[config.mk]
export PLATFORM = sky130hd
export DESIGN_NAME = dmx_back_flat
export DESIGN_NICKNAME = d
export VERILOG_FILES = /design/src/design/dmx_pkg.sv /design/src/design/dmx_out_if.sv /design/src/design/dmx_back.sv /design/src/flat_wrapper.sv
export SDC_FILE = /design/constraint.sdc
export NUM_CORES = 2
export LEC_CHECK = 0
export BUFFER_PORTS_ARGS = -buffer_cell sky130_fd_sc_hd__buf_4
export CORE_MARGIN = 1
export CORE_UTILIZATION = 40
export DETAILED_ROUTE_END_ITERATION = 7
export PLACE_DENSITY = 0.58
export REMOVE_ABC_BUFFERS = 1
export SLEW_MARGIN = 25
export SYNTH_ARGS = -nofsm -noshare
export SYNTH_HDL_FRONTEND = slang
export SYNTH_SLANG_ARGS = --single-unit
export TNS_END_PERCENT = 5
[constraint.sdc]
create_clock -name clk -period 166.4 [get_ports clk]
set_input_delay 8.32 -clock clk [delete_from_list [all_inputs] [get_ports clk]]
set_output_delay 8.32 -clock clk [all_outputs]
set_load 0.02 [all_outputs]
[src/design/dmx_pkg.sv]
package dmx_pkg;

  // Field widths
  localparam int AXIS_W   = 8;
  localparam int SHAPE_W  = AXIS_W + 1;
  localparam int MIX_W    = 17;
  localparam int MAG_W    = MIX_W - 1;
  localparam int CMD_W    = 8;
  localparam int SPEED_W  = 16;

  // Scale factors applied before the division: x*128 - x and x << 14.
  localparam int CMD_SHIFT   = 7;
  localparam int SPEED_SHIFT = 14;
  localparam int DVD_W       = MAG_W + SPEED_SHIFT;
  // The quotient never exceeds 16384 once the numerator is at most the divisor.
  localparam int Q_W         = SPEED_SHIFT + 1;
  localparam int DIV_STEPS   = Q_W;

  // Queue between the classifier and the divider pipeline (power of two).
  localparam int QDEPTH = 8;
  localparam int QPTR_W = $clog2(QDEPTH);
  localparam int QCNT_W = $clog2(QDEPTH + 1);

  // Configuration port
  localparam int CFG_IDX_W  = 1;
  localparam int CFG_DATA_W = 2;

  typedef enum logic [CFG_IDX_W-1:0] {
    CFG_MIX_MODE      = 1'b0,
    CFG_SQUARE_ENABLE = 1'b1
  } cfg_reg_t;

  typedef enum logic [1:0] {
    MODE_ARCADE    = 2'd0,
    MODE_CURVATURE = 2'd1,
    MODE_TANK      = 2'd2
  } mix_mode_t;

  typedef logic signed [AXIS_W-1:0]  axis_t;
  typedef logic signed [SHAPE_W-1:0] shape_t;
  typedef logic signed [MIX_W-1:0]   mix_t;
  typedef logic [MAG_W-1:0]          mag_t;
  typedef logic signed [CMD_W-1:0]   cmd_t;
  typedef logic signed [SPEED_W-1:0] speed_t;

  // Full-scale denominators of each mode.
  localparam mag_t D_ARCADE    = mag_t'(254);
  localparam mag_t D_CURVATURE = mag_t'(16129);
  localparam mag_t D_TANK      = mag_t'(127);

  // One classified item: magnitudes already limited to the divisor, plus signs.
  typedef struct packed {
    mag_t d;
    mag_t mag_l;
    mag_t mag_r;
    logic neg_lc;
    logic neg_rc;
    logic neg_ls;
    logic neg_rs;
  } job_t;

  typedef struct packed {
    logic [QCNT_W-1:0] count;
    logic              empty;
  } q_stat_t;

  // Signed squaring a*|a|/127, truncated toward zero, for every axis code.
  typedef shape_t sq_tab_t [2**AXIS_W];

  function automatic sq_tab_t build_sq_tab();
    sq_tab_t tab;
    int      v;
    for (int i = 0; i < 2**AXIS_W; i++) begin
      v = (i < 2**(AXIS_W-1)) ? i : i - 2**AXIS_W;
      tab[i] = SHAPE_W'((v * ((v < 0) ? -v : v)) / 127);
    end
    return tab;
  endfunction

  localparam sq_tab_t SQ_TAB = build_sq_tab();

endpackage

[src/design/dmx_out_if.sv]
interface dmx_out_if
  import dmx_pkg::*;
();
  logic   valid;
  logic   ready;
  cmd_t   left_motor_cmd;
  cmd_t   right_motor_cmd;
  speed_t left_wheel_speed;
  speed_t right_wheel_speed;

  modport source (output valid, output left_motor_cmd, output right_motor_cmd,
                  output left_wheel_speed, output right_wheel_speed, input ready);
  modport sink   (input valid, input left_motor_cmd, input right_motor_cmd,
                  input left_wheel_speed, input right_wheel_speed, output ready);
endinterface

[src/design/dmx_back.sv]
module dmx_back
  import dmx_pkg::*;
(
  input  logic    clk,
  input  logic    rst_n,
  input  q_stat_t q_stat,
  input  job_t    pop_job,
  output logic    pop,
  dmx_out_if.source out_ch
);

  localparam int LANES   = 4;
  localparam int LANE_LC = 0;
  localparam int LANE_RC = 1;
  localparam int LANE_LS = 2;
  localparam int LANE_RS = 3;

  // One restoring division step per stage, four lanes sharing a divisor.
  mag_t             rem_r [DIV_STEPS+1][LANES];
  mag_t             rem_nxt [DIV_STEPS+1][LANES];
  logic [Q_W-1:0]   lo_r [DIV_STEPS+1][LANES];
  logic [Q_W-1:0]   lo_nxt [DIV_STEPS+1][LANES];
  logic [Q_W-1:0]   quo_r [DIV_STEPS+1][LANES];
  logic [Q_W-1:0]   quo_nxt [DIV_STEPS+1][LANES];
  mag_t             d_r [DIV_STEPS+1];
  mag_t             d_nxt [DIV_STEPS+1];
  logic [LANES-1:0] neg_r [DIV_STEPS+1];
  logic [LANES-1:0] neg_nxt [DIV_STEPS+1];
  logic [DIV_STEPS:0] v_r, v_nxt;

  logic   out_valid_r, out_valid_nxt;
  cmd_t   out_lc_r, out_lc_nxt, out_rc_r, out_rc_nxt;
  speed_t out_ls_r, out_ls_nxt, out_rs_r, out_rs_nxt;
  logic   adv;

  // The whole pipeline moves unless a finished beat is held at the output.
  assign adv = !out_valid_r || out_ch.ready;
  assign pop = adv && !q_stat.empty;

  always_comb begin
    mag_t             mag;
    logic [DVD_W-1:0] x;
    logic [MAG_W:0]   trial;
    logic             ge;
    d_nxt[0]   = pop_job.d;
    neg_nxt[0] = {pop_job.neg_rs, pop_job.neg_ls, pop_job.neg_rc, pop_job.neg_lc};
    v_nxt[0]   = !q_stat.empty;
    for (int k = 0; k < LANES; k++) begin
      mag = (k == LANE_LC || k == LANE_LS) ? pop_job.mag_l : pop_job.mag_r;
      if (k == LANE_LC || k == LANE_RC) begin
        x = (DVD_W'(mag) << CMD_SHIFT) - DVD_W'(mag);
      end else begin
        x = DVD_W'(mag) << SPEED_SHIFT;
      end
      rem_nxt[0][k] = MAG_W'(x[DVD_W-1:Q_W]);
      lo_nxt[0][k]  = x[Q_W-1:0];
      quo_nxt[0][k] = '0;
    end
    for (int j = 0; j < DIV_STEPS; j++) begin
      d_nxt[j+1]   = d_r[j];
      neg_nxt[j+1] = neg_r[j];
      v_nxt[j+1]   = v_r[j];
      for (int k = 0; k < LANES; k++) begin
        trial = {rem_r[j][k], lo_r[j][k][Q_W-1]};
        ge    = trial >= {1'b0, d_r[j]};
        rem_nxt[j+1][k] = ge ? MAG_W'(trial - {1'b0, d_r[j]}) : MAG_W'(trial);
        lo_nxt[j+1][k]  = lo_r[j][k] << 1;
        quo_nxt[j+1][k] = {quo_r[j][k][Q_W-2:0], ge};
      end
    end
  end

  // Output register: quotient magnitudes take their signs here.
  always_comb begin
    cmd_t   lc;
    cmd_t   rc;
    speed_t ls;
    speed_t rs;
    lc = CMD_W'(quo_r[DIV_STEPS][LANE_LC]);
    rc = CMD_W'(quo_r[DIV_STEPS][LANE_RC]);
    ls = SPEED_W'(quo_r[DIV_STEPS][LANE_LS]);
    rs = SPEED_W'(quo_r[DIV_STEPS][LANE_RS]);
    out_valid_nxt = v_r[DIV_STEPS];
    out_lc_nxt    = neg_r[DIV_STEPS][LANE_LC] ? -lc : lc;
    out_rc_nxt    = neg_r[DIV_STEPS][LANE_RC] ? -rc : rc;
    out_ls_nxt    = neg_r[DIV_STEPS][LANE_LS] ? -ls : ls;
    out_rs_nxt    = neg_r[DIV_STEPS][LANE_RS] ? -rs : rs;
  end

  assign out_ch.valid             = out_valid_r;
  assign out_ch.left_motor_cmd    = out_lc_r;
  assign out_ch.right_motor_cmd   = out_rc_r;
  assign out_ch.left_wheel_speed  = out_ls_r;
  assign out_ch.right_wheel_speed = out_rs_r;

  always_ff @(posedge clk) begin
    if (!rst_n) begin
      v_r         <= '0;
      out_valid_r <= 1'b0;
    end else if (adv) begin
      v_r         <= v_nxt;
      out_valid_r <= out_valid_nxt;
    end
  end

  always_ff @(posedge clk) begin
    if (adv) begin
      rem_r    <= rem_nxt;
      lo_r     <= lo_nxt;
      quo_r    <= quo_nxt;
      d_r      <= d_nxt;
      neg_r    <= neg_nxt;
      out_lc_r <= out_lc_nxt;
      out_rc_r <= out_rc_nxt;
      out_ls_r <= out_ls_nxt;
      out_rs_r <= out_rs_nxt;
    end
  end

endmodule

[src/flat_wrapper.sv]
// flat-port wrapper written by rule: the top's interface ports become plain ports
module dmx_back_flat import dmx_pkg::*;
  (clk, rst_n, q_stat, pop_job, pop, out_ch_valid, out_ch_left_motor_cmd, out_ch_right_motor_cmd, out_ch_left_wheel_speed, out_ch_right_wheel_speed, out_ch_ready);
  dmx_out_if out_ch_i ();
  input  logic clk;
  input  logic rst_n;
  input  q_stat_t q_stat;
  input  job_t pop_job;
  output logic pop;
  output wire logic [$bits(out_ch_i.valid)-1:0] out_ch_valid;
  output wire logic [$bits(out_ch_i.left_motor_cmd)-1:0] out_ch_left_motor_cmd;
  output wire logic [$bits(out_ch_i.right_motor_cmd)-1:0] out_ch_right_motor_cmd;
  output wire logic [$bits(out_ch_i.left_wheel_speed)-1:0] out_ch_left_wheel_speed;
  output wire logic [$bits(out_ch_i.right_wheel_speed)-1:0] out_ch_right_wheel_speed;
  input wire logic [$bits(out_ch_i.ready)-1:0] out_ch_ready;
  assign out_ch_valid = out_ch_i.valid;
  assign out_ch_left_motor_cmd = out_ch_i.left_motor_cmd;
  assign out_ch_right_motor_cmd = out_ch_i.right_motor_cmd;
  assign out_ch_left_wheel_speed = out_ch_i.left_wheel_speed;
  assign out_ch_right_wheel_speed = out_ch_i.right_wheel_speed;
  assign out_ch_i.ready = out_ch_ready;
  dmx_back u_core (.clk(clk), .rst_n(rst_n), .q_stat(q_stat), .pop_job(pop_job), .pop(pop), .out_ch(out_ch_i));
endmodule
; ---- Word-level counts from Yosys, hierarchy flattened
; Index checks and enable logic that the tools add are counted.
[word_totals]
reg_bits = 1879
latch_bits = 0
ram_bits = 0
romBits = 0
output_inout_bits = 50
wordCells = 389
mem_count = 0
[classes]
add_sub_neg = 62
n_mul = 0
div_mod_pow = 0
magnitude_cmp = 60
n_eq_ne = 0
shift = 0
n_mux = 60
bitwise_logic = 0
n_reduce_logical = 4
[op_table]
columns = operator, count
row1 = 17-bit by 16-bit >= comparator with 1-bit output, 56
row2 = 16-bit two-way mux, 56
row3 = 16-bit subtractor, 56
row4 = 16-bit >= comparator, 4
row5 = 23-bit by 16-bit subtractor with 24-bit output, 2
row6 = 15-bit negator with 16-bit output, 2
row7 = 15-bit two-way mux, 2
row8 = 8-bit two-way mux, 2
row9 = 8-bit negator, 2
row10 = 1-bit logical NOT, 2
row11 = 1-bit logical AND, 1
row12 = 1-bit logical OR, 1

; ---- Logic depth before layout (Yosys ltp)
[depth]
word_depth = 3
ltp_mapped = 13

; ---- Worst setup path before layout
; Ideal clock, no wire load.
[synth_path]
kind = in2reg
startpoint = in out_ch_ready
endpoint = reg u_core.d_r (netlist bit u_core.d_nxt[0]), enable pin
arrival_ns = 58.467
t_required_ns = 163.470
slack_ns = 105.003
path_stages = 4
path_buffers = 2
cell_sequence = nor2b_1 > clkbuf_1 > inv_1 > clkbuf_1
[synth_via]
elab_chain_cells = 1
[synth_lines]
columns = element, line
row1 = from (decl), flat_wrapper.sv:15  ; input wire logic [$bits(out_ch_i.ready)-1:0] out_ch_ready;
row2 = 1-bit logical OR, dmx_back.sv:37  ; assign adv = !out_valid_r || out_ch.ready;
row3 = to (signal assigned), dmx_back.sv:111  ; d_r <= d_nxt;
row4 = to (decl), dmx_back.sv:25  ; mag_t d_r [DIV_STEPS+1];
; Every way passes these cells.
; A chain may end at the register's enable or synchronous reset.

; ---- Worst setup path after layout
[layout_path]
startpoint = in out_ch_ready
endpoint = out pop
[layout_via]
elab_chain_cells = 2
[layout_lines]
columns = element, line
row1 = 1-bit logical OR, dmx_back.sv:37
row2 = 1-bit logical AND, dmx_back.sv:38  ; assign pop = adv && !q_stat.empty;
row3 = to (decl), flat_wrapper.sv:9  ; output logic pop;
; Every way passes these cells.

==> impl_results.md <==
- Status: complete, but fails checks
- Violated checks: design-rule violations
- Min Tclk post-route: 17.38 ns
- Htree depth: 4
- Adder-cell share of the synthesized area: 12.0%
- Total grt overflow: 0
- WL/cell: 22.0 um
- Worst vdd ir: 0.0109 mV
- Clk buf depth: 4
- Worst R2R Setup Slack: 159.60 ns
- Largest family of logic cells by synthesized area: compound AO/OA/AOI/OAI gates
- # resized after CTS: 0
- Critical Path Most Common Cell: buf_4
- Largest net degree at the start of global routing: 164
- CP required: 158.08 ns
- Slowest stage cell on the critical path: buf_4
- Final ANT Viol Nets: 0
- Hold Path Class: reg -> reg
- Sink Count: 1,865
- Final WL: 302 mm
- Worst path cell trace: buf_4, nor2b_1, buf_4, nor2_1, buf_4
- Cell Pwr Density: 20.0 mW/mm^2
- Core ar.: 0.277 sq mm
- First-pass GRT wire length: 450 mm
- Initial antenna violation count: 6
- Synthesized flop and latch total: 1,865
- Starting DRC count in detailed routing: 5,291
- Syn Inst Count: 9,596
- Cell variety after synth: 106
- Slew Viols, Final: 0
- DPL Wire Length: 235 mm
- Worst slew pin tran: 1.06 ns
- Post-synth EDFFs: 1,848
- RSZ-0062 raised after global routing: no
- Synth warn: 0
- Startpoint types: primary input
- Leak Pwr: 50.6 nW
- Vias/cell: 5.56
- Post-synthesis xor/xnor area fraction: 5.22%
- Detailed-route DRC error count: 1
- Die Y: 531 um
- Synthesized area: 0.112 sq mm
- CP max stage delay: 0.26 ns
- Multiplexer area fraction after synthesis: 5.90%
- Clock skew: 0.0729 ns
- Synth-to-Final Area Change: 11.2%
- Critical path arrival: 9.06 ns
- Fin area: 0.124 sq mm
- Register area share after synthesis: 50.0%
- Post-route setup TNS: 0 ns
- Clock latency on the worst-skew pair: 0.90 ns
- Die W: 531 um
- Fin. Hold Viols: 0
- Clock transition at path regs: 0.06 ns
- Critical path endpoint category: primary output
- Max-cap violations: 0
- Max_slew headroom: 29.0%
- Full die area: 0.281 sq mm
- Vias: 76,300
- Cts bufs inserted: 214
- Gr usage total: 20.9%
- Mean post-synth cell area: 11.6 sq um
- Critical path class: in -> out
- Root Buffer: clkbuf_16
- # IOs: 110
- Post-synth top flop: edfxtp_1
- Synth Area in Compound Gates: 13.7%
- Fin nets: 10,900
- # setup viols final: 0
- Fmax: 57.5 MHz
- Layout cell share with drive strength beyond 1: 11.2%
- Vias in the first global route: 75,200
- Async set-reset flop share out of synthesis: 0%
- Max FO, Critical Path: 19
- First-pass detailed-route iteration total: 8
- Buffers on Ports: 105
- Initial Utilization: 40.3%
- Cts hold-fix bufs: 0
- CTS tree: built
- DP Area: 0.117 sq mm
- GP Congestion: 0.918
- Post-synthesis simple-gate area fraction: 10.7%
- Std-Cell Rows: 193
- Fin crit share: 10.4%
- Postcts setup bufs: 0
[cells in the final DEF (no fill, tap or decap), types with 93 or more instances in the layout]
master / Yosys / layout
ha_1: 982 / 982
nand3_1: 158 / 158
nand2b_1: 115 / 115
xnor2_1: 420 / 420
o21ai_0: 570 / 566
o21a_1: 133 / 133
nand2_1: 706 / 706
a21o_1: 260 / 260
nor2b_1: 156 / 156
or3_1: 93 / 93
clkbuf_16: 0 / 219
buf_4: 14 / 148
xor2_1: 246 / 246
nor3_1: 244 / 244
edfxtp_1: 1848 / 1848
inv_1: 568 / 567
a21oi_1: 548 / 547
nor2_1: 540 / 540
mux2_2: 387 / 387
nand4_1: 123 / 123
o31ai_1: 99 / 98
a211oi_1: 97 / 97
[per-layer routing]
metal / global-route usage (%) / up-vias / share of wire [%]
li1: - / 36800 / -
met1: 26.0 / 37200 / 43
met2: 37.1 / 1767 / 49
met3: 2.04 / 496 / 3.6
met4: 8.52 / 2 / 4.1
met5: 0 / - / 0.0043
[worst paths after layout]
path / from / endpoint / depth (start not counted)
worst max register to register: u_core.out_ch.valid / u_core.d_nxt[225] / 10
worst max-delay path: out_ch_ready / pop / 5
worst min-delay path: u_core.quo_nxt[542] / u_core.quo_nxt[483] / 0
worst min register to register: u_core.quo_nxt[542] / u_core.quo_nxt[483] / 0
[cell families (layout without fill, tap and decap cells)]
kind of cell | after synthesis | after routing
buf+inv | 705 | 1121
mux | 566 | 566
fa+ha+maj | 1038 | 1038
simple gates | 2435 | 2435
flops | 1865 | 1865
other cells | 0 | 4
compound gates | 2321 | 2321
xor+xnor | 666 | 666
[where the power goes]
group          internal (mW)  switching, mW
registers              0.753          0.112
logic                  0.514          0.625
clock network          0.286          0.196
total                   1.55          0.932
[layout make-up]
type                    count  area, sq um
diodes                      4         10.0
clock buffers             245         5580
clock inverters           147         1600
fillers                 25400       153000
inverters                 575         2170
multi-input cells        7026        53200
flip-flops and latches   1865        55800
well taps                3705         4640
repair buffers            154         1210
[critical path, delay by kind of cell]
| family | cells | cell delay, ns |
|---|---|---|
| buffers and inverters | 3 | 0.54 |
| and+or+nand+nor | 2 | 0.20 |
[synthesized netlist by cell type (156+ instances only)]
| cell | n | area [sq um] |
|---|---|---|
| xor2_1 | 246 | 2150 |
| nor2b_1 | 156 | 976 |
| xnor2_1 | 420 | 3680 |
| nand2_1 | 706 | 2650 |
| ha_1 | 982 | 12300 |
| nor3_1 | 244 | 1220 |
| edfxtp_1 | 1848 | 55500 |
| nor2_1 | 540 | 2030 |
| a21o_1 | 260 | 1950 |
| mux2_2 | 387 | 4360 |
| inv_1 | 568 | 2130 |
| o21ai_0 | 570 | 2850 |
| nand3_1 | 158 | 791 |
| a21oi_1 | 548 | 2740 |
[sequential cells by signal, summed over array words and instances, names as in the netlist]
name,cells
u_core.d_nxt,240
u_core.lo_nxt,210
u_core.lo_r,30
u_core.neg_nxt,60
u_core.neg_r,4
u_core.out_ch.left_motor_cmd,8
u_core.out_ch.left_wheel_speed,16
u_core.out_ch.right_motor_cmd,8
u_core.out_ch.right_wheel_speed,16
u_core.out_ch.valid,1
u_core.quo_nxt,266
u_core.quo_r,46
u_core.rem_r,944
u_core.v_r,16
[metrics by stage]
step                      std cells  setup slack (ns)  hold slack (ns)  utilization [%]  power (mW)
final                         13700            149.02            0.395             44.8        2.48
after CTS                     13700            149.01            0.391             44.8        2.50
after global routing          13700            148.94            0.401             44.8        2.64
after global placement        13300            149.02            0.400             42.2        1.97
after detailed placement      13300            149.03            0.405             42.2        2.00
after floorplan                9466            120.06            0.400                -        1.67
(Power assumes the default switching activity.)
