===== src/design/dmx_pkg.sv =====
package dmx_pkg;

  // Field widths
  localparam int AXIS_W   = 8;
  localparam int SHAPE_W  = AXIS_W + 1;
  localparam int MIX_W    = 17;
  localparam int MAG_W    = MIX_W - 1;
  localparam int CMD_W    = 8;
  localparam int SPEED_W  = 16;

  // Scale factors applied before the division: x*128 - x and x << 14.
  localparam int CMD_SHIFT   = 7;
  localparam int SPEED_SHIFT = 14;
  localparam int DVD_W       = MAG_W + SPEED_SHIFT;
  // The quotient never exceeds 16384 once the numerator is at most the divisor.
  localparam int Q_W         = SPEED_SHIFT + 1;
  localparam int DIV_STEPS   = Q_W;

  // Queue between the classifier and the divider pipeline (power of two).
  localparam int QDEPTH = 8;
  localparam int QPTR_W = $clog2(QDEPTH);
  localparam int QCNT_W = $clog2(QDEPTH + 1);

  // Configuration port
  localparam int CFG_IDX_W  = 1;
  localparam int CFG_DATA_W = 2;

  typedef enum logic [CFG_IDX_W-1:0] {
    CFG_MIX_MODE      = 1'b0,
    CFG_SQUARE_ENABLE = 1'b1
  } cfg_reg_t;

  typedef enum logic [1:0] {
    MODE_ARCADE    = 2'd0,
    MODE_CURVATURE = 2'd1,
    MODE_TANK      = 2'd2
  } mix_mode_t;

  typedef logic signed [AXIS_W-1:0]  axis_t;
  typedef logic signed [SHAPE_W-1:0] shape_t;
  typedef logic signed [MIX_W-1:0]   mix_t;
  typedef logic [MAG_W-1:0]          mag_t;
  typedef logic signed [CMD_W-1:0]   cmd_t;
  typedef logic signed [SPEED_W-1:0] speed_t;

  // Full-scale denominators of each mode.
  localparam mag_t D_ARCADE    = mag_t'(254);
  localparam mag_t D_CURVATURE = mag_t'(16129);
  localparam mag_t D_TANK      = mag_t'(127);

  // One classified item: magnitudes already limited to the divisor, plus signs.
  typedef struct packed {
    mag_t d;
    mag_t mag_l;
    mag_t mag_r;
    logic neg_lc;
    logic neg_rc;
    logic neg_ls;
    logic neg_rs;
  } job_t;

  typedef struct packed {
    logic [QCNT_W-1:0] count;
    logic              empty;
  } q_stat_t;

  // Signed squaring a*|a|/127, truncated toward zero, for every axis code.
  typedef shape_t sq_tab_t [2**AXIS_W];

  function automatic sq_tab_t build_sq_tab();
    sq_tab_t tab;
    int      v;
    for (int i = 0; i < 2**AXIS_W; i++) begin
      v = (i < 2**(AXIS_W-1)) ? i : i - 2**AXIS_W;
      tab[i] = SHAPE_W'((v * ((v < 0) ? -v : v)) / 127);
    end
    return tab;
  endfunction

  localparam sq_tab_t SQ_TAB = build_sq_tab();

endpackage


===== src/design/dmx_queue.sv =====
module dmx_queue
  import dmx_pkg::*;
(
  input  logic    clk,
  input  logic    rst_n,
  input  logic    push_valid,
  input  job_t    push_job,
  input  logic    pop,
  output job_t    pop_job,
  output q_stat_t q_stat
);

  job_t              mem_r [QDEPTH];
  logic [QPTR_W-1:0] wr_ptr_r, wr_ptr_nxt;
  logic [QPTR_W-1:0] rd_ptr_r, rd_ptr_nxt;
  logic [QCNT_W-1:0] count_r, count_nxt;

  always_comb begin
    wr_ptr_nxt = wr_ptr_r + QPTR_W'(push_valid);
    rd_ptr_nxt = rd_ptr_r + QPTR_W'(pop);
    count_nxt  = count_r + QCNT_W'(push_valid) - QCNT_W'(pop);
  end

  assign pop_job      = mem_r[rd_ptr_r];
  assign q_stat.count = count_r;
  assign q_stat.empty = (count_r == '0);

  always_ff @(posedge clk) begin
    if (!rst_n) begin
      wr_ptr_r <= '0;
      rd_ptr_r <= '0;
      count_r  <= '0;
    end else begin
      wr_ptr_r <= wr_ptr_nxt;
      rd_ptr_r <= rd_ptr_nxt;
      count_r  <= count_nxt;
    end
  end

  always_ff @(posedge clk) begin
    if (push_valid) begin
      mem_r[wr_ptr_r] <= push_job;
    end
  end

endmodule


===== config.mk =====
export PLATFORM = sky130hd
export DESIGN_NAME = dmx_queue
export DESIGN_NICKNAME = d
export VERILOG_FILES = /design/src/design/dmx_pkg.sv /design/src/design/dmx_queue.sv
export SDC_FILE = /design/constraint.sdc
export NUM_CORES = 1
export LEC_CHECK = 0
export ABC_AREA = 1
export BUFFER_PORTS_ARGS = -buffer_cell sky130_fd_sc_hd__buf_2
export CAP_MARGIN = 20
export CORE_UTILIZATION = 35
export DETAILED_ROUTE_END_ITERATION = 8
export SLEW_MARGIN = 20
export SYNTH_ARGS = -nofsm -noshare
export SYNTH_HDL_FRONTEND = slang
export SYNTH_SLANG_ARGS = --single-unit

===== constraint.sdc =====
create_clock -name clk -period 3 [get_ports clk]
set_input_delay 0.3 -clock clk [delete_from_list [all_inputs] [get_ports clk]]
set_output_delay 0.3 -clock clk [all_outputs]
set_load 0.03 [all_outputs]

After elaboration in Yosys (flattened, before gate mapping)
Memories as Yosys holds them, arrays and structs flattened. A register that Yosys moved wholly into a read port is not among the register bits.
Index checks and enable logic that the tools add are counted.
{"block": "word_totals", "register_bits": 10, "ram_bits": 416, "input_bits": 56, "output_inout_bits": 57, "word_cells": 12, "mem_count": 1}
{"memory": "mem_r", "words": 8, "width": 52, "rd": 1, "rd_ports_with_merged_regs": 1, "wr": 1, "line_no": "dmx_queue.sv:13", "source": "job_t mem_r [QDEPTH];"}
{"block": "op_classes", "add_sub_neg": 4, "muxes": 3, "reduce_logical": 1}
{"op": "$add 3x1->3", "n": 2}
{"op": "$add 4x1->4", "n": 1}
{"op": "$logic_not 4->1", "n": 1}
{"op": "$sub 4x1->4", "n": 1}
{"op": "$mux 3", "n": 1}
{"op": "$mux 1", "n": 2}

Depth between registers and ports, before layout
Gate-level depths: netlist of run 1.
{"block": "depth", "word_depth": 2, "mapped_depth": 8, "depth_no_buf": 8}

Least setup slack after synthesis of run 1
OpenSTA, ideal clock, no wires.
{"block": "synth_path", "kind": "register to register", "startpoint": "register wr_ptr_r[2]", "endpoint": "memory mem_r[2][0] in the netlist's numbering (enable)", "setup_time_ps": 462, "arrival_time_ps": 2642, "required_time_ps": 2538, "path_slack_ps": -103, "path_stages_with_launch": 4, "n_path_buf": 0, "synth_period_minus_slack_ps": 3103, "cell_sequence": "dfxtp_1 -> inv_1 -> nand2_1 -> nor2_1"}
{"element": "start: declaration", "line_no": "dmx_queue.sv:14", "source": "logic [QPTR_W-1:0] wr_ptr_r, wr_ptr_nxt;"}
{"element": "start signal: assignment", "line_no": "dmx_queue.sv:34", "source": "wr_ptr_r <= wr_ptr_nxt;"}
{"element": "end: declaration", "line_no": "dmx_queue.sv:13"}
Straight into the memory's write port.

==> results of run 1 <==
## layout make-up
cell class / count / area [um2] / area share, %
Antenna cell: 3 / 7.51 / 0.0342
Clock buffer: 63 / 1320 / 6.01
Clock inverter: 15 / 129 / 0.588
Inverter: 435 / 1640 / 7.48
Multi-Input combinational cell: 928 / 3920 / 17.9
Sequential cell: 426 / 12700 / 57.9
Tap cell: 688 / 861 / 3.93
Timing Repair Buffer: 185 / 1350 / 6.16
## flip-flops by register name, summed over array words and instances, names as in the netlist
name	cells
wr_ptr_r	3
mem_r	416
count_r	4
rd_ptr_r	3
## kinds of logic (layout without fill, tap and decap cells)
family,after synthesis,count (layout)
flops,426,426
compound gates,2,2
fa+ha+maj,10,10
other cells,0,3
xor+xnor,3,3
simple gates,913,913
buf+inv,514,698
## worst reg2reg max path, cell delays in order (launching register included)
cell,delay (ps)
dfxtp_1,320
inv_1,50
nand2_1,220
nor2_4,210
buf_4,540
## metal layers
layer / global-route usage [%] / wire length, um / vias up
met2: 26.8 / 20300 / 214
met5: 0 / 0 / -
met1: 21.7 / 19700 / 5863
met4: 5.00 / 888 / 0
met3: 2.57 / 1820 / 65
li1: - / - / 6091
## cell usage after synthesis (all sizes together)
master	instances
buf	57
dfxtp	10
clkbuf	22
edfxtp	416
a21oi	2
nand3	210
nand2	689
inv	434
ha	9
xor2	1
clkinv	1
fa	1
nor2	14
xnor2	2
## cells in the final DEF, fill, tap and decap left out
cell type      synthesis  layout
a21oi_1                2       2
buf_12                 0      10
buf_2                 38     112
buf_4                 15      16
bufinv_16              0       2
clkbuf_1              22      10
clkbuf_16              0      49
clkbuf_8               0       4
clkinv_1               1       4
clkinv_2               0       7
clkinv_4               0       1
clkinvlp_4             0       2
dfxtp_1               10       7
dfxtp_2                0       1
dfxtp_4                0       2
diode_2                0       3
dlygate4sd3_1          0      47
edfxtp_1             416     416
fa_1                   1       1
ha_1                   9       9
inv_1                432     432
inv_2                  2       1
inv_6                  0       1
nand2_1              689     689
nand3_1              210     210
nor2_1                14       6
nor2_4                 0       8
xnor2_1                2       2
xor2_1                 1       1
## power by group through the flow
stage          logic, mW  registers, mW  clock network (mW)
6_report            1.81           6.76                5.47
3_5_place_dp        1.78           6.89                   0
4_1_cts             1.84           6.76                5.61
2_1_floorplan       1.17           6.92                   0
3_3_place_gp        1.75           6.88                   0
5_1_grt             2.02           6.77                5.84
## worst max path at each step
stage	startpoint	to	slack, ps
after floorplan	wr_ptr_r[2]	mem_r[2][0]	-100
after global placement	rd_ptr_r[2]	pop_job[1]	760
after detailed placement	rd_ptr_r[2]	pop_job[1]	760
after CTS	rd_ptr_r[2]	pop_job[1]	120
after global routing	rd_ptr_r[0]	pop_job[42]	40
final	rd_ptr_r[2]	pop_job[1]	190
==> qor.yml, run 1 <==
place_inst: 2615
hold_path_class: "in2reg"
grt_antenna_before_repair: 2
crit_arrival_ps: 2510
yosys.area_share.xor_xnor_pct: 0.141
die_h_um: 232
pre_cts_slack_ps: 763
coreArea_um2: 52600
post_cts_buffers: 0
ys_ff_latch: 426
numClockSinks: 426
slew_headroom_pct: 27.8
path_delay_family: "buffers and inverters"
overflow: 0
seqPwrFrac_pct: 48.1
period_minus_slack_ps: 2810
insertion_delay_ps: 570
nNetsFinal: 2089
cp_max_fo: 40
grt_max_degree: 89
slew_violations: 0
area_delta_synth_final_pct: 18.0
clock_tree.root_cell: "clkbuf_16"
cp_num_cells: 5
p_switching_mw: 3.59
stdcell_area_um2: 21900
leakage_nw: 9.99
synthTopCellsByArea: "edfxtp_1, nand2_1, inv_1"
max-cap-violations: 0
synthMuxAreaShare_pct: 0
cts_tree: "yes"
whs_endpoint: "mem_r[3][16]"
initial_utilization_pct: 35.4
rsz0062_at_grt: "false"
setup_tns_ps: 0
synth_nets: 1934
synth_simple_gate_area_share_pct: 19.9
cts_resized: 0
rows: 84
crit_path_start_kind: "register"
hold_buffers: 47
num_vias: 12233
drtAntennaViolNets: 0
slowest_delay_ps: 770
synth_top_family_by_area: "simple AND/OR/NAND/NOR gates"
drive_gt1_share_pct: 10.5
p_total_mw: 14.1
drt-pass1-iter-count: 5
die-area_um2: 54000
critical_path_class: "reg2out"
tightest_slew_ps: 1080
synth_compound_area_share_pct: 0.0539
end_kind: "output pin"
cellPowerDensity_nw_per_um2: 641
hpwl_um: 22800
grt_pass1_wl_um: 66800
placed_area_um2: 20000
fin_crit_sh_pct: 93.6
p_comb_share_pct: 12.9
holdCritStartpoint: "push_job[16]"
synthCells: 1868
wl_um: 42700
clkTransAtPathRegs_ps: 60
critPathBufInv: 3
cp_data_required_time_ps: 2700
reg2regPathDepth: 4
portBuffers: 112
track_usage_pct: 16.2
max_freq_mhz: 356
setup_viol: 0
timing.rr.start: "wr_ptr_r[0]"
via_per_inst: 4.46
status: "completed"
cts_max_path_buffers: 3
stdcell_count: 2743
final_util_pct: 41.7
crit_chain: "inv_2 > buf_4 > nand2_1 > nand2_1 > buf_2"
n_fill_cell: 4938
synth_warnings: 0
r2r-end: "mem_r[0][0]"
p_int_mw: 10.5
synthAdderAreaFrac_pct: 0.714
cpMostUsedCell: "nand2_1"
synth_area_per_cell_um2: 9.95
hold_viol: 0
syn_area_um2: 18600
max-vdd-ir-drop_uv: 499
synth_cell_types: 17
ys_seq_area_share_pct: 68.3
power.share.switching_pct: 25.6
grt_pass1_vias: 12070
synth_top_cell_area_share_pct: 67.2
io_pins: 113
skew_ps: 7.48
synth_top_cell_by_area: "edfxtp_1"
r2r_slack_ps: 1270
hold_depth: 1
hold_ws_ps: 21.6
cts_max_level: 2
p_clk_share_pct: 39.0
drt_iter0_drc: 876
cts_buffers: 47
drcViolationCount: 0
gp_congestion: 0.726
die_w_um: 232
wl_per_cell_um: 15.6
crit_slowest_cell: "inv_2"
finalWorstSetupSlack_ps: 193
Power figures use the tool's default switching activity.
==> run 2: changes to the inputs <==
--- a/config.mk
+++ b/config.mk
@@ -8,8 +8,11 @@
 export ABC_AREA = 1
 export BUFFER_PORTS_ARGS = -buffer_cell sky130_fd_sc_hd__buf_2
 export CAP_MARGIN = 20
+export CELL_PAD_IN_SITES_DETAIL_PLACEMENT = 1
+export CELL_PAD_IN_SITES_GLOBAL_PLACEMENT = 1
 export CORE_UTILIZATION = 35
 export DETAILED_ROUTE_END_ITERATION = 8
+export PLACE_DENSITY_LB_ADDON = 0.1
 export SLEW_MARGIN = 20
 export SYNTH_ARGS = -nofsm -noshare
 export SYNTH_HDL_FRONTEND = slang
==> run 2 against run 1 <==
Effect of this change: first-iteration DRC count down 38%; wire length up 15%; combinational power up 2%; fmax up 1.5%; global-route usage up 2.4 points; register-to-register slack worse by 130 ps; hold slack worse by 1.0 ps; core utilization up 0.25 points; via count up 3.0%; critical path depth up 3; final cell count up 0.58%.
==> qor.yml, run 2 (same netlist as run 1, synthesis figures left out) <==
wl_um: 49000
coreArea_um2: 52600
largest_reg_flops: 416
die_h_um: 232
drt-pass1-iter-count: 6
grt_pass1_wl_um: 75400
insertion_delay_ps: 580
leakage_nw: 10.0
slew_headroom_pct: 50.5
p_comb_share_pct: 13.0
tightest_slew_ps: 741
cts_resized: 0
numClockSinks: 426
area_delta_synth_final_pct: 18.7
p_switching_mw: 3.74
hold_depth: 1
seqPwrFrac_pct: 47.5
portBuffers: 112
max-vdd-ir-drop_uv: 404
cts_buffers: 49
io_pins: 113
track_usage_pct: 18.5
crit_path_start_kind: "register"
die-area_um2: 54000
p_clk_share_pct: 39.5
via_per_inst: 4.57
rsz0062_at_grt: "false"
max-cap-violations: 0
clkTransAtPathRegs_ps: 60
wl_per_cell_um: 17.8
n_fill_cell: 5926
grt_max_degree: 122
cp_max_fo: 67
mostFrequentLayoutCells: "nand2_1, inv_1, edfxtp_1"
stdcell_area_um2: 22100
cts_max_level: 2
power.share.switching_pct: 26.2
placed_area_um2: 20100
end_kind: "output pin"
initial_utilization_pct: 35.4
period_minus_slack_ps: 2770
hold_path_class: "in2reg"
slew_violations: 0
critical_path_class: "reg2out"
hold_viol: 0
drcViolationCount: 0
place_inst: 2620
grt_antenna_before_repair: 2
layout_commonest_cell: "nand2_1"
hpwl_um: 26100
top_regs: "mem_r x416, count_r x4"
nNetsFinal: 2098
drt_iter0_drc: 546
die_w_um: 232
rows: 84
grt_pass1_vias: 13079
top_register: "mem_r"
num_vias: 12599
fin_crit_sh_pct: 92.2
max_freq_mhz: 362
stdcell_count: 2759
drtAntennaViolNets: 0
reg2regPathDepth: 4
cellPowerDensity_nw_per_um2: 646
skew_ps: 14.9
cp_data_required_time_ps: 2700
cts_max_path_buffers: 3
cts_tree: "yes"
crit_arrival_ps: 2470
drive_gt1_share_pct: 10.5
gp_congestion: 0.701
clock_tree.root_cell: "clkbuf_16"
overflow: 0
status: "completed"
setup_viol: 0
p_int_mw: 10.5
[run 2: cell types whose count changed in the layout (fill, tap and decap cells not counted), sizes merged]
cell / previous run / this run
clkinvlp: 2 / 1
diode: 3 / 1
inv: 434 / 436
clkinv: 12 / 18
buf: 138 / 143
dlygate4sd3: 47 / 49
clkbuf: 63 / 67
[run 2: stage by stage]
stage	power [mW]	hold WS, ps	TNS, ps	setup WS (ps)	util, %
finish	14.2	20.6	0	235	42.0
global route	14.9	10.5	0	49.2	42.0
CTS	14.5	0.0928	0	148	41.9
detailed placement	8.74	566	0	785	38.2
global placement	8.70	555	0	824	38.2
floorplan	8.08	393	-40610	-103	-
[run 2: repair_timing]
item / 4_1_cts / 5_1_grt
hold buffers: 48 / 1
buffers inserted: 0 / 0
setup endpoints to repair: 0 / 0
hold endpoints to repair: 372 / 5
[run 2: power groups by stage]
stage / clock network [mW] / logic, mW / registers (mW)
final: 5.63 / 1.85 / 6.77
after global routing: 6.03 / 2.07 / 6.78
after CTS: 5.80 / 1.90 / 6.77
after detailed placement: 0 / 1.84 / 6.89
after global placement: 0 / 1.81 / 6.89
after floorplan: 0 / 1.17 / 6.92
[run 2: path summary, 6_finish.rpt]
check	from	end	slack, ps
setup / recovery	rd_ptr_r[0]	pop_job[26]	230
hold / removal	push_job[18]	mem_r[3][18]	20
setup reg to reg	wr_ptr_r[0]	mem_r[6][6]	1140
hold reg to reg	wr_ptr_r[0]	wr_ptr_r[0]	600
[run 2: cell type report]
| class | instances | area [um2] | share of cell area, % |
|---|---|---|---|
| Sequential cell | 426 | 12700 | 57.6 |
| Timing Repair Buffer | 192 | 1450 | 6.56 |
| Inverter | 435 | 1640 | 7.44 |
| Multi-Input combinational cell | 928 | 3920 | 17.8 |
| Clock inverter | 22 | 150 | 0.681 |
| Antenna cell | 1 | 2.50 | 0.0113 |
| Tap cell | 688 | 861 | 3.90 |
| Clock buffer | 67 | 1340 | 6.06 |
[run 2: metal layers]
layer  wire length, um  up-vias  share of wire (%)  global-route usage [%]
met5                10        -              0.020                       0
met4               724        2                1.5                    4.07
met3              1560       56                3.2                    3.16
met2             23700      152                 48                    31.5
met1             23000     6260                 47                    24.6
li1                  -     6129                  -                       -
[run 2: critical path, cell delays in order (launching register included)]
cell     delay, ps
dfxtp_4        470
inv_6          460
buf_4          350
nand2_1         80
nand3_1         80
nand2_1         70
nand2_1         60
nand2_1         90
buf_2          180
==> run 3: changes to the inputs <==
--- a/config.mk
+++ b/config.mk
@@ -8,7 +8,7 @@
 export ABC_AREA = 1
 export BUFFER_PORTS_ARGS = -buffer_cell sky130_fd_sc_hd__buf_2
 export CAP_MARGIN = 20
-export CELL_PAD_IN_SITES_DETAIL_PLACEMENT = 1
+export CELL_PAD_IN_SITES_DETAIL_PLACEMENT = 0
 export CELL_PAD_IN_SITES_GLOBAL_PLACEMENT = 1
 export CORE_UTILIZATION = 35
 export DETAILED_ROUTE_END_ITERATION = 8
==> run 3 against run 2 <==
Effect of this change: sequential share of layout area is 0.17 points lower; flip-flop and latch count stayed put; clock skew is 7.8 ps lower; fmax is 1.1% higher; wire length is 5.4% lower; critical path type unchanged; die area stayed put; sequential power hardly changed; largest cell class unchanged; register-to-register slack better by 30 ps; core utilization is 0.12 points higher; hold slack better by 22 ps.
==> qor.yml, run 3 (same netlist as run 1, synthesis figures left out) <==
status: "completed"
clkTransAtPathRegs_ps: 60
mostFrequentLayoutCells: "nand2_1, inv_1, edfxtp_1"
cp_data_required_time_ps: 2700
numClockSinks: 426
clock_tree.root_cell: "clkbuf_16"
crit_slowest_cell: "inv_6"
path_delay_family: "buffers and inverters"
use_met1_pct: 23.8
coreArea_um2: 52600
max-cap-violations: 0
top_regs: "mem_r x416, count_r x4"
grt_pass1_wl_um: 71000
cts_tree: "yes"
grt_use_met2_pct: 29.0
stdcell_area_um2: 22100
drt_iter0_drc: 611
max_freq_mhz: 366
drtAntennaViolNets: 0
die_h_um: 232
insertion_delay_ps: 580
hold_viol: 0
grt_pass1_vias: 11843
rsz0062_at_grt: "false"
stdcell_count: 2762
post_cts_buffers: 0
gr-max-usage-layer: "met2"
cp_max_fo: 67
crit_path_start_kind: "register"
final_util_pct: 42.1
critical_path_class: "reg2out"
track_usage_pct: 17.5
layout_commonest_cell: "nand2_1"
drive_gt1_share_pct: 10.5
io_pins: 113
die-area_um2: 54000
slew_violations: 0
wl_per_cell_um: 16.8
period_minus_slack_ps: 2730
portBuffers: 112
place_inst: 2620
slew_headroom_pct: 52.6
leakage_nw: 10.1
area_delta_synth_final_pct: 19.0
hold_path_class: "in2reg"
cts_buffers: 50
slowest_delay_ps: 500
critPathBufInv: 3
met3_usage_pct: 3.27
via_per_inst: 4.39
max-vdd-ir-drop_uv: 418
grt_max_degree: 122
crit_arrival_ps: 2430
drcViolationCount: 0
tightest_slew_ps: 709
cellPowerDensity_nw_per_um2: 646
overflow: 0
cts_max_path_buffers: 3
num_vias: 12113
largest_reg_flops: 416
die_w_um: 232
rows: 84
hpwl_um: 23600
initial_utilization_pct: 35.4
skew_ps: 7.10
nNetsFinal: 2102
fin_crit_sh_pct: 91.1
end_kind: "output pin"
drt-pass1-iter-count: 5
crit_chain: "inv_6 > buf_4 > nand2_1 > nand3_1 > nand2_1 > nand2_1 > nand2_1 > buf_2"
top_register: "mem_r"
wl_um: 46300
setup_viol: 0
cts_max_level: 2
grt_antenna_before_repair: 3
placed_area_um2: 20100
gp_congestion: 0.701
cpMostUsedCell: "nand2_1"
hold_ws_ps: 42.8
## run 3: cell types whose count changed in the layout (fill, tap and decap cells not counted), moves of 2 or more
cell           before  now
clkbuf_1           16   11
clkbuf_16          51   53
clkinv_1           13   16
dlygate4sd3_1      49   52
## run 3: path summary, 6_finish.rpt
check          startpoint           end  slack, ps  cells after the start
max           rd_ptr_r[0]   pop_job[26]        270                      8
min          push_job[42]  mem_r[6][42]         40                      1
max reg2reg   wr_ptr_r[0]  mem_r[6][47]       1170                      4
min reg2reg   wr_ptr_r[2]   wr_ptr_r[2]        570                      2
## run 3: through the flow
stage          power (mW)  TNS (ps)  setup slack (ps)
2_1_floorplan        8.08    -40610              -103
3_3_place_gp         8.70         0               824
3_5_place_dp         8.71         0               803
4_1_cts              14.5         0               152
5_1_grt              14.9         0              15.4
6_report             14.3         0               266
## run 3: worst register-to-register path, cell delays in order, from the launching register on
cell     delay (ps)
dfxtp_1         320
inv_1            50
nand2_1         210
nor2_4          630
buf_12          300
## run 3: layout make-up
cell class	count	area (um2)
clock buffers	64	1370
repair buffers	195	1480
flip-flops and latches	426	12700
diodes	2	5.00
multi-input cells	928	3920
fillers	5200	30400
clock inverters	24	150
inverters	435	1640
well taps	688	861
## run 3: layer usage
metal  part of all wire (%)  wire [um]
met1                     47      21900
met5                  0.022         10
met3                    4.0       1880
met4                    1.6        747
met2                     47      21800
## run 3: where the power goes
group	total, mW	switching, mW	leakage (nW)	internal (mW)
sequential	6.77	0.0621	3.86	6.71
clock	5.68	2.33	0.743	3.35
combinational	1.83	1.29	5.46	0.539
## run 3: timing repair
| action | in CTS | in global routing |
|---|---|---|
| hold buffers | 52 | 0 |
| gates resized for setup | 0 | 0 |
| endpoints found under the hold margin | 414 | 0 |
| setup endpoints to repair | 0 | 0 |
